### config.mk
export PLATFORM = sky130hd
export DESIGN_NAME = ac4_sync_frame_framer_flat
export DESIGN_NICKNAME = d
export VERILOG_FILES = /design/src/hw/rtl/ac4f_pkg.sv /design/src/hw/rtl/ac4f_in_if.sv /design/src/hw/rtl/ac4f_out_if.sv /design/src/hw/rtl/ac4f_head.sv /design/src/hw/rtl/ac4f_emit.sv /design/src/hw/rtl/ac4_sync_frame_framer.sv /design/src/flat_wrapper.sv
export SDC_FILE = /design/constraint.sdc
export NUM_CORES = 1
export LEC_CHECK = 0
export ABC_AREA = 1
export BUFFER_PORTS_ARGS = -buffer_cell sky130_fd_sc_hd__buf_2
export CAP_MARGIN = 20
export CORE_MARGIN = 2
export CORE_UTILIZATION = 39
export CTS_CLUSTER_DIAMETER = 150
export DETAILED_ROUTE_END_ITERATION = 10
export HOLD_SLACK_MARGIN = 0.05
export MAX_ROUTING_LAYER = met4
export PLACE_DENSITY_LB_ADDON = 0.15
export SETUP_SLACK_MARGIN = 0.4
export SLEW_MARGIN = 10
export SYNTH_ARGS = -nofsm -noshare
export SYNTH_HDL_FRONTEND = slang
export SYNTH_SLANG_ARGS = --single-unit
### constraint.sdc
create_clock -name clk -period 5.5 [get_ports clk]
set_input_delay 0.55 -clock clk [delete_from_list [all_inputs] [get_ports clk]]
set_output_delay 0.55 -clock clk [all_outputs]
set_load 0.01 [all_outputs]
### src/hw/rtl/ac4f_pkg.sv
// ----------------------------------------------------------------------------
// ac4f_pkg
// Shared types, constants and the CRC-16 step for the sync frame framer.
// ----------------------------------------------------------------------------
`default_nettype none

package ac4f_pkg;

  localparam logic [15:0] SYNC_PLAIN  = 16'hAC40;
  localparam logic [15:0] SYNC_CRC    = 16'hAC41;
  localparam logic [15:0] SIZE_ESCAPE = 16'hFFFF;
  localparam logic [15:0] CRC_POLY    = 16'h8005;

  localparam int unsigned MAX_RESULTS = 10;
  localparam int unsigned CNT_W       = $clog2(MAX_RESULTS + 1);

  typedef enum logic [1:0] {
    HDR_NONE,
    HDR_SHORT,
    HDR_LONG
  } hdr_kind_t;

  // All output words caused by one input word, first word in slot 0.
  typedef struct packed {
    logic [MAX_RESULTS-1:0][7:0] bytes;
    logic [CNT_W-1:0]            cnt;
    logic                        fend;
  } burst_t;

  function automatic logic [15:0] crc_update(input logic [15:0] crc,
                                             input logic [7:0]  data);
    logic [15:0] c;
    c = crc ^ {data, 8'h00};
    for (int i = 0; i < 8; i++) begin
      if (c[15]) begin
        c = {c[14:0], 1'b0} ^ CRC_POLY;
      end else begin
        c = {c[14:0], 1'b0};
      end
    end
    return c;
  endfunction

endpackage

`default_nettype wire

### src/hw/rtl/ac4f_in_if.sv
// ----------------------------------------------------------------------------
// ac4f_in_if
// Payload input channel: one data byte plus the frame size.
// ----------------------------------------------------------------------------
`default_nettype none

interface ac4f_in_if;
  logic        valid;
  logic        ready;
  logic [7:0]  data_byte;
  logic [23:0] frame_size;

  modport source (output valid, output data_byte, output frame_size, input ready);
  modport sink   (input valid, input data_byte, input frame_size, output ready);
endinterface

`default_nettype wire

### src/hw/rtl/ac4f_out_if.sv
// ----------------------------------------------------------------------------
// ac4f_out_if
// Framed output channel: one stream byte with frame and run markers.
// ----------------------------------------------------------------------------
`default_nettype none

interface ac4f_out_if;
  logic       valid;
  logic       ready;
  logic [7:0] out_byte;
  logic       frame_end;
  logic       run_last;

  modport source (output valid, output out_byte, output frame_end, output run_last,
                  input ready);
  modport sink   (input valid, input out_byte, input frame_end, input run_last,
                  output ready);
endinterface

`default_nettype wire

### src/hw/rtl/ac4f_head.sv
// ----------------------------------------------------------------------------
// ac4f_head
// Frame tracking, CRC-16 and header build; registers one burst per word.
// ----------------------------------------------------------------------------
`default_nettype none

module ac4f_head (
  input  wire logic             clk,
  input  wire logic             rst_n,
  input  wire logic             cfg_wr_en,
  input  wire logic             cfg_wr_data,
  input  wire logic             in_valid,
  output logic                  in_ready,
  input  wire logic [7:0]       in_data,
  input  wire logic [23:0]      in_size,
  output logic                  pend_valid,
  output ac4f_pkg::burst_t      pend_burst,
  input  wire logic             pend_take
);

  logic                crc_enable_r;
  logic [23:0]         bytes_left_r;
  logic [15:0]         crc_r;
  logic                latched_r;
  logic                pend_valid_r;
  ac4f_pkg::burst_t    pend_r;

  logic                start;
  logic [23:0]         size;
  logic                latched;
  logic [15:0]         crc_base;
  logic [15:0]         crc_nxt;
  logic [23:0]         bl;
  logic [23:0]         bytes_left_nxt;
  logic                last;
  logic                tail;
  logic [15:0]         sync;
  ac4f_pkg::hdr_kind_t hdr;
  ac4f_pkg::burst_t    burst_nxt;
  logic                accept;

  assign accept   = in_valid && in_ready;
  assign in_ready = !pend_valid_r || pend_take;

  assign start    = (bytes_left_r == 24'd0);
  assign size     = (in_size == 24'd0) ? 24'd1 : in_size;
  assign latched  = start ? crc_enable_r : latched_r;
  assign crc_base = start ? 16'h0000 : crc_r;
  assign crc_nxt  = latched ? ac4f_pkg::crc_update(crc_base, in_data) : crc_base;
  assign bl       = start ? size : bytes_left_r;
  assign bytes_left_nxt = bl - 24'd1;
  assign last     = (bytes_left_nxt == 24'd0);
  assign tail     = last && latched;
  assign sync     = latched ? ac4f_pkg::SYNC_CRC : ac4f_pkg::SYNC_PLAIN;

  always_comb begin
    if (!start) begin
      hdr = ac4f_pkg::HDR_NONE;
    end else if (size[23:16] != 8'h00) begin
      hdr = ac4f_pkg::HDR_LONG;
    end else begin
      hdr = ac4f_pkg::HDR_SHORT;
    end
  end

  always_comb begin
    burst_nxt       = '0;
    burst_nxt.fend  = last;
    case (hdr)
      ac4f_pkg::HDR_NONE: begin
        burst_nxt.bytes[0] = in_data;
        burst_nxt.bytes[1] = crc_nxt[15:8];
        burst_nxt.bytes[2] = crc_nxt[7:0];
        burst_nxt.cnt      = tail ? ac4f_pkg::CNT_W'(3) : ac4f_pkg::CNT_W'(1);
      end
      ac4f_pkg::HDR_SHORT: begin
        burst_nxt.bytes[0] = sync[15:8];
        burst_nxt.bytes[1] = sync[7:0];
        burst_nxt.bytes[2] = size[15:8];
        burst_nxt.bytes[3] = size[7:0];
        burst_nxt.bytes[4] = in_data;
        burst_nxt.bytes[5] = crc_nxt[15:8];
        burst_nxt.bytes[6] = crc_nxt[7:0];
        burst_nxt.cnt      = tail ? ac4f_pkg::CNT_W'(7) : ac4f_pkg::CNT_W'(5);
      end
      ac4f_pkg::HDR_LONG: begin
        burst_nxt.bytes[0] = sync[15:8];
        burst_nxt.bytes[1] = sync[7:0];
        burst_nxt.bytes[2] = ac4f_pkg::SIZE_ESCAPE[15:8];
        burst_nxt.bytes[3] = ac4f_pkg::SIZE_ESCAPE[7:0];
        burst_nxt.bytes[4] = size[23:16];
        burst_nxt.bytes[5] = size[15:8];
        burst_nxt.bytes[6] = size[7:0];
        burst_nxt.bytes[7] = in_data;
        burst_nxt.bytes[8] = crc_nxt[15:8];
        burst_nxt.bytes[9] = crc_nxt[7:0];
        burst_nxt.cnt      = tail ? ac4f_pkg::CNT_W'(10) : ac4f_pkg::CNT_W'(8);
      end
      default: begin
        burst_nxt.cnt = ac4f_pkg::CNT_W'(1);
        burst_nxt.bytes[0] = in_data;
      end
    endcase
  end

  always_ff @(posedge clk) begin
    if (!rst_n) begin
      crc_enable_r <= 1'b0;
      bytes_left_r <= 24'd0;
      crc_r        <= 16'h0000;
      latched_r    <= 1'b0;
      pend_valid_r <= 1'b0;
    end else begin
      if (cfg_wr_en) begin
        crc_enable_r <= cfg_wr_data;
      end
      if (accept) begin
        bytes_left_r <= bytes_left_nxt;
        crc_r        <= crc_nxt;
        latched_r    <= latched;
        pend_valid_r <= 1'b1;
      end else if (pend_take) begin
        pend_valid_r <= 1'b0;
      end
    end
  end

  always_ff @(posedge clk) begin
    if (accept) begin
      pend_r <= burst_nxt;
    end
  end

  assign pend_valid = pend_valid_r;
  assign pend_burst = pend_r;

endmodule

`default_nettype wire

### src/hw/rtl/ac4f_emit.sv
// ----------------------------------------------------------------------------
// ac4f_emit
// Output register: shifts one burst out a word at a time.
// ----------------------------------------------------------------------------
`default_nettype none

module ac4f_emit (
  input  wire logic             clk,
  input  wire logic             rst_n,
  input  wire logic             pend_valid,
  input  wire ac4f_pkg::burst_t pend_burst,
  output logic                  pend_take,
  output logic                  out_valid,
  input  wire logic             out_ready,
  output logic [7:0]            out_byte,
  output logic                  out_frame_end,
  output logic                  out_run_last
);

  logic                              cur_valid_r;
  logic [ac4f_pkg::CNT_W-1:0]        rem_r;
  logic [ac4f_pkg::MAX_RESULTS-1:0][7:0] bytes_r;
  logic                              fend_r;

  logic                              fire;
  logic                              at_last;
  logic                              free;

  assign at_last   = (rem_r == ac4f_pkg::CNT_W'(1));
  assign fire      = cur_valid_r && out_ready;
  assign free      = !cur_valid_r || (out_ready && at_last);
  assign pend_take = pend_valid && free;

  always_ff @(posedge clk) begin
    if (!rst_n) begin
      cur_valid_r <= 1'b0;
      rem_r       <= '0;
    end else begin
      if (pend_take) begin
        cur_valid_r <= 1'b1;
        rem_r       <= pend_burst.cnt;
      end else if (fire) begin
        if (at_last) begin
          cur_valid_r <= 1'b0;
        end
        rem_r <= rem_r - ac4f_pkg::CNT_W'(1);
      end
    end
  end

  always_ff @(posedge clk) begin
    if (pend_take) begin
      bytes_r <= pend_burst.bytes;
      fend_r  <= pend_burst.fend;
    end else if (fire) begin
      bytes_r <= bytes_r >> 8;
    end
  end

  assign out_valid     = cur_valid_r;
  assign out_byte      = bytes_r[0];
  assign out_run_last  = at_last;
  assign out_frame_end = at_last && fend_r;

endmodule

`default_nettype wire

### src/hw/rtl/ac4_sync_frame_framer.sv
// ----------------------------------------------------------------------------
// ac4_sync_frame_framer
// Wraps payload bytes as sync frames with size header and optional CRC-16.
// ----------------------------------------------------------------------------
//  channel   dir  handshake          payload
//  in_chan   in   valid/ready        data_byte[7:0], frame_size[23:0]
//  out_chan  out  valid/ready        out_byte[7:0], frame_end, run_last
//  cfg       in   cfg_wr_en          cfg_wr_data (crc_enable)
//
//  An input word yields 1 to 10 output words, sent one per cycle while
//  out_ready is high; the output shift register sets the rate, so mid-frame
//  words flow at one per cycle unless the output stalls. An accepted word is
//  registered in the burst buffer, then moved into the output shift register.
//  A burst buffer lets the next input word in while the output stalls.
//  Reset is synchronous and clears frame state and crc_enable.
// ----------------------------------------------------------------------------
`default_nettype none

module ac4_sync_frame_framer (
  input  wire logic    clk,
  input  wire logic    rst_n,
  input  wire logic    cfg_wr_en,
  input  wire logic    cfg_wr_data,
  ac4f_in_if.sink      in_chan,
  ac4f_out_if.source   out_chan
);

  logic             pend_valid;
  ac4f_pkg::burst_t pend_burst;
  logic             pend_take;

  ac4f_head u_head (
    .clk         (clk),
    .rst_n       (rst_n),
    .cfg_wr_en   (cfg_wr_en),
    .cfg_wr_data (cfg_wr_data),
    .in_valid    (in_chan.valid),
    .in_ready    (in_chan.ready),
    .in_data     (in_chan.data_byte),
    .in_size     (in_chan.frame_size),
    .pend_valid  (pend_valid),
    .pend_burst  (pend_burst),
    .pend_take   (pend_take)
  );

  ac4f_emit u_emit (
    .clk           (clk),
    .rst_n         (rst_n),
    .pend_valid    (pend_valid),
    .pend_burst    (pend_burst),
    .pend_take     (pend_take),
    .out_valid     (out_chan.valid),
    .out_ready     (out_chan.ready),
    .out_byte      (out_chan.out_byte),
    .out_frame_end (out_chan.frame_end),
    .out_run_last  (out_chan.run_last)
  );

  a_burst_cnt: assert property (@(posedge clk) disable iff (!rst_n)
    pend_valid |-> (pend_burst.cnt != '0 &&
                    pend_burst.cnt <= ac4f_pkg::CNT_W'(ac4f_pkg::MAX_RESULTS)))
    else $error("burst count out of range");

  a_end_is_last: assert property (@(posedge clk) disable iff (!rst_n)
    (out_chan.valid && out_chan.frame_end) |-> out_chan.run_last)
    else $error("frame_end without run_last");

  a_stall_full: assert property (@(posedge clk) disable iff (!rst_n)
    !in_chan.ready |-> (pend_valid && !pend_take))
    else $error("input stalled with free buffer");

  a_take_moves: assert property (@(posedge clk) disable iff (!rst_n)
    pend_take |=> out_chan.valid)
    else $error("taken burst not presented");

endmodule

`default_nettype wire
### src/flat_wrapper.sv
// flat-port wrapper written by rule: the top's interface ports become plain ports
module ac4_sync_frame_framer_flat 
  (clk, rst_n, cfg_wr_en, cfg_wr_data, in_chan_valid, in_chan_data_byte, in_chan_frame_size, in_chan_ready, out_chan_valid, out_chan_out_byte, out_chan_frame_end, out_chan_run_last, out_chan_ready);
  ac4f_in_if in_chan_i ();
  ac4f_out_if out_chan_i ();
  input  wire logic clk;
  input  wire logic rst_n;
  input  wire logic cfg_wr_en;
  input  wire logic cfg_wr_data;
  input wire logic [$bits(in_chan_i.valid)-1:0] in_chan_valid;
  input wire logic [$bits(in_chan_i.data_byte)-1:0] in_chan_data_byte;
  input wire logic [$bits(in_chan_i.frame_size)-1:0] in_chan_frame_size;
  output wire logic [$bits(in_chan_i.ready)-1:0] in_chan_ready;
  output wire logic [$bits(out_chan_i.valid)-1:0] out_chan_valid;
  output wire logic [$bits(out_chan_i.out_byte)-1:0] out_chan_out_byte;
  output wire logic [$bits(out_chan_i.frame_end)-1:0] out_chan_frame_end;
  output wire logic [$bits(out_chan_i.run_last)-1:0] out_chan_run_last;
  input wire logic [$bits(out_chan_i.ready)-1:0] out_chan_ready;
  assign in_chan_i.valid = in_chan_valid;
  assign in_chan_i.data_byte = in_chan_data_byte;
  assign in_chan_i.frame_size = in_chan_frame_size;
  assign in_chan_ready = in_chan_i.ready;
  assign out_chan_valid = out_chan_i.valid;
  assign out_chan_out_byte = out_chan_i.out_byte;
  assign out_chan_frame_end = out_chan_i.frame_end;
  assign out_chan_run_last = out_chan_i.run_last;
  assign out_chan_i.ready = out_chan_ready;
  ac4_sync_frame_framer u_core (.clk(clk), .rst_n(rst_n), .cfg_wr_en(cfg_wr_en), .cfg_wr_data(cfg_wr_data), .in_chan(in_chan_i), .out_chan(out_chan_i));
endmodule
After elaboration in Yosys (flattened, before gate mapping)
Cells that the tools add are included.

word-level totals
  flip-flop bits (word level) = 214
  input port bits = 38
  output and inout port bits = 12

cells by class
  $add $sub $neg = 2
  eq/ne operators = 3
  mux-type cells = 31
  bitwise operators = 9
  reductions and logical operators = 19

operators with widths
  operator                                             count
  two-way mux 16 bit                                   10
  two-way mux 80 bit                                   2
  logical NOT 24 bit                                   3
  one-hot mux 32 bit (2 select lines)                  1
  two-way mux 24 bit                                   2
  one-hot mux 16 bit (3 select lines)                  1
  one-hot mux 12 bit (3 select lines)                  1
  NOT 3 bit                                            8
  subtractor 24 x 1 -> 24 bit (second input constant)  1
  bitwise XOR 16 bit                                   1
  two-way mux 2 bit                                    5
  two-way mux 4 bit                                    2
  nonzero test 8 bit                                   1
  two-way mux 1 bit                                    7
  logical AND 1 bit                                    6
  nonzero test 2 bit                                   3
  == test 4 x 1 -> 1 bit (second input constant)       1
  subtractor 4 x 1 -> 4 bit (second input constant)    1
  == test 2 x 1 -> 1 bit (second input constant)       1
  == test 2 bit (second input constant)                1
  logical NOT 1 bit                                    2
  logical NOT 2 bit                                    1
  logical OR 1 bit                                     2
  AND reduction 2 bit                                  1

Depth between registers and ports, before layout
  depth in word-level cells = 21
  gate-level depth with buffers = 21

By module
Synthesis repeated with hierarchy kept, for this count alone.

unflattened totals
  cells, all modules = 1149
  area, all modules = 10380.0 um^2

modules (own cells, without submodules)
  module     times used  cells an instance  area an instance (um^2)  sequential area each (um^2)
  ac4f_head  1           758                6547.5                   3413.3
  ac4f_emit  1           391                3832.4                   2532.4

Least setup slack after synthesis
Ideal clock, no wire load.

  kind = flip-flop to flip-flop
  from = register u_core.u_emit.cur_valid_r (netlist: u_core.u_emit.out_valid)
  to = register u_core.u_emit.rem_r[3] (netlist bit)
  data arrival time = 4.909 ns
  required time = 5.429 ns
  setup slack = 0.521 ns
  cell stages (with the launch flop) = 6
  path buffers = 0
  period minus slack after synthesis = 4.979 ns
  path through = dfxtp_1 > o21ai_1 > inv_1 > a21oi_1 > o21ai_0 > a21oi_1

between the ends
  cells in the longest elaborated chain, start to end = 4

RTL lines
  what                                                     line             source
  start: declaration                                       ac4f_emit.sv:20  logic cur_valid_r;
  start signal: assignment                                 ac4f_emit.sv:36  cur_valid_r <= 1'b0;
  start signal: assignment                                 ac4f_emit.sv:40  cur_valid_r <= 1'b1;
  start signal: assignment                                 ac4f_emit.sv:44  cur_valid_r <= 1'b0;
  logical NOT 1 bit                                        ac4f_emit.sv:31  assign free = !cur_valid_r || (out_ready && at_last);
  logical OR 1 bit                                         ac4f_emit.sv:31
  logical AND 1 bit                                        ac4f_emit.sv:32  assign pend_take = pend_valid && free;
  two-way mux 4 bit or nonzero test 2 bit (tied branches)  n/a
  end signal: assignment                                   ac4f_emit.sv:41  rem_r <= pend_burst.cnt;
  end signal: assignment                                   ac4f_emit.sv:46  rem_r <= rem_r - ac4f_pkg::CNT_W'(1);
  end: declaration                                         ac4f_emit.sv:21  logic [ac4f_pkg::CNT_W-1:0] rem_r;

Several ways; a longest one is shown, not always the timed one.
A chain may end at the register's enable or synchronous reset.

==> results.md <==
* Final Max Slew Viols at 0
* Dpl ws at 1.88 ns
* Post CTS Setup Buffer Count at 0
* Post-cts sizing count at 0
* Max-cap violations at 0
* Clock Path Buffers at 3
* Period Utilization, post-route at 0.626
* Clk slew on worst S/H paths at 0.07 ns
* Lkg Pwr at 5.15 nW
* Clock root buffer: clkbuf_16
* Initial Util at 0.395
* Data arrival time of the worst path at 3.69 ns
* Chip Width at 166 µm
* Via Count at 7431
* Gr ovfl total at 0
* Finish-stage setup viols at 0
* Relative slew margins at 0.340
* Die Span Y at 166 µm
* Worst Setup Start Kind: flop
* Nets at 1209
* Hold Path Class: input port to flop
* Routed len/inst at 17.6 µm
* Syn avg cell area at 9.04 µm²
* Vias per cell at 4.89
* Vias in the first global route at 7376
* Die area at 27500 µm²
* Maximum number of pins on one net before global-route repair at 85
* Synth area leader: edfxtp_1
* Cell count after synthesis at 1128
* WS Path Type: flop to flop
* Final worst slack at 2.06 ns
* Most used cell along the critical path: nor2_1
* DRT iter0 DRCs at 639
* Final critical-path required period at 3.44 ns
* # IOs at 50
* IO buf count at 49
* Layout cells sized above 1 at 0.130
* DR pass1 iterations at 5
* DRC errors left at 0
* CP max stage delay at 0.61 ns
* PwrDens at 357 nW/µm²
* Critical path, cell by cell: nor2_1, nand2_1, nor2_2, nand3_4, buf_4, o21bai_1, inv_1, ha_1, nand3_1, inv_1, nand3_4, nor2_2, nand3_1, nor2_1, xor2_1, nor2_1, nand4_1, nor2_1
* Setup crit end kind: flop
* Slew at the pin closest to its max-slew limit at 0.990 ns
* #FFs+latches synth at 214
* CP max FO at 54
* Final std cells w/o fill at 1520
* RSZ-0062 raised after global routing: no
* Req. time, crit path at 5.74 ns
* Hold_buf cts at 0
* Max IR drop VDD at 0.000210 V
* Antenna cells at 0
* Initial antenna violation count at 0
* Family with the most delay on the worst path: simple AND/OR/NAND/NOR gates
* Register area share after synthesis at 0.583
* Sinks on Clock Net at 214
* Area Overhead vs Synth at 12.8%
* Final ANT Viol Nets at 0
* CTS tree: done
* CTS buffer count at 24
* Cell Area, Placed at 10700 µm²
* First-pass GRT wire length at 42000 µm
* Outcome: completed
* Distinct cells, synth at 45
* Cell Area, Synth at 10200 µm²
* Post-synth EDFFs at 166
* Final Hold Vio Count at 0
* DP Cell Count at 1476
* Final WL at 26800 µm
* Fin Setup TNS at 0 ns
* Slowest library cell on the worst path: buf_4
* WP buf/inv at 3
* Detailed Place HPWL at 18500 µm
* Setup Skew at 0.0341 ns
* Final instance area at 11500 µm²
* F_max at 0.290 GHz
* RePlAce Congestion at 0.859
* Core area at 25800 µm²
* Global Route Usage Sum at 0.200
* Final Util at 0.445
* Most area-consuming cells after synthesis: edfxtp_1 (49%), nand2_1 (12%), dfxtp_1 (9.4%), inv_1 (5.1%), nor2_1 (4.2%)
* Top cell type's share of synthesized area at 0.489
* CTS H-tree depth at 1
* Clk_lat worst skew at 0.53 ns
* Asr flop ratio synth at 0
* Top_reg_cell synth: edfxtp_1
* Rows at 59
* Synth warnings at 0
==> registers in the layout (all words and copies together) (netlist names) <==
name and count:
u_core.u_head.latched_r 1, u_core.u_head.crc_enable_r 1, u_core.u_emit.out_byte 8, u_core.u_emit.bytes_r 72
u_core.u_emit.rem_r 4, u_core.u_head.crc_r 16, u_core.u_head.bytes_left_r 24, u_core.u_head.pend_valid 1
u_core.u_emit.out_valid 1, u_core.u_head.pend_burst 85, u_core.u_emit.fend_r 1
==> worst register-to-register path, stage by stage (launching register included) <==
cell and delay (ns):
dfxtp_1 0.38, nor2_1 0.08, nand2_1 0.10, nor2_2 0.07
nand3_4 0.13, buf_4 0.61, o21bai_1 0.21, inv_1 0.12
ha_1 0.17, nand3_1 0.15, inv_1 0.16, nand3_4 0.11
nor2_2 0.18, nand3_1 0.14, nor2_1 0.15, xor2_1 0.19
nor2_1 0.07, nand4_1 0.11, nor2_1 0.05
==> path summary, 6_finish.rpt <==
path | slack [ns] | end | startpoint | cells after the start
setup / recovery | 2.06 | u_core.u_head.pend_burst[2] | u_core.u_head.bytes_left_r[4] | 18
hold reg to reg | 0.49 | u_core.u_emit.fend_r | u_core.u_head.pend_burst[0] | 0
setup reg to reg | 2.06 | u_core.u_head.pend_burst[2] | u_core.u_head.bytes_left_r[4] | 18
hold / removal | 0.22 | u_core.u_head.crc_enable_r | cfg_wr_en | 2
==> cells in the final DEF, fill, tap and decap left out, types with 8 or more instances in the layout <==
| master | instances |
|---|---|
| a21oi_1 | 50 |
| buf_2 | 49 |
| buf_4 | 12 |
| clkbuf_16 | 24 |
| clkinv_1 | 9 |
| dfxtp_1 | 48 |
| edfxtp_1 | 166 |
| inv_1 | 138 |
| inv_2 | 8 |
| nand2_1 | 334 |
| nand2_2 | 9 |
| nand3_1 | 32 |
| nand4_1 | 10 |
| nor2_1 | 113 |
| nor2_2 | 11 |
| o211ai_1 | 9 |
| o21ai_0 | 54 |
| o22ai_1 | 15 |
| xor2_1 | 14 |
==> power by group <==
part | switching, W | internal [W]
clock | 0.000661 | 0.000894
sequential | 0.0000490 | 0.00190
combinational | 0.000424 | 0.000181
total | 0.00113 | 0.00298
==> metrics by stage <==
step           hold WS [ns]  power [W]
2_1_floorplan         0.400    0.00241
3_3_place_gp          0.482    0.00259
3_5_place_dp          0.463    0.00259
4_1_cts               0.198    0.00415
5_1_grt               0.219    0.00430
6_report              0.217    0.00411
==> cell usage after synthesis (9+ instances only) <==
cell,instances
dfxtp_1,48
nor2_1,114
inv_1,139
a21oi_1,50
nand4_1,10
o22ai_1,15
xor2_1,14
o21ai_0,54
edfxtp_1,166
clkbuf_1,32
nand3_1,32
nor2_2,11
o211ai_1,9
nand2_2,9
buf_4,9
nand2_1,334
==> layer usage <==
layer | vias up | routed length [µm] | track usage
met5 | - | 0 | -
met4 | 0 | 817 | 0.0612
met3 | 50 | 1390 | 0.0239
met2 | 190 | 12000 | 0.309
met1 | 3472 | 12600 | 0.279
li1 | 3719 | - | -
==> final cells by class <==
cell class / instances / area (µm²)
sequential: 214 / 5950
timing repair buffer: 61 / 335
fill: 2596 / 14300
multi-input combinational: 716 / 3470
clock buffer: 25 / 604
clock inverter: 19 / 159
inverter: 150 / 566
tap: 335 / 419
==> kinds of logic (layout without fill, tap and decap cells) <==
| logic type | after synthesis | count (layout) | share of synthesized area |
|---|---|---|---|
| and+or+nand+nor | 527 | 527 | 0.215 |
| adders and majority gates | 4 | 4 | 0.00491 |
| xor gates and xnor gates | 28 | 28 | 0.0314 |
| AOI/OAI and AO/OA | 152 | 152 | 0.0857 |
| buffers and inverters | 202 | 255 | 0.0799 |
| DFF | 214 | 214 | 0.583 |
| other | 1 | 5 | 0.000368 |
No activity file was read; power rests on OpenSTA's default activity.
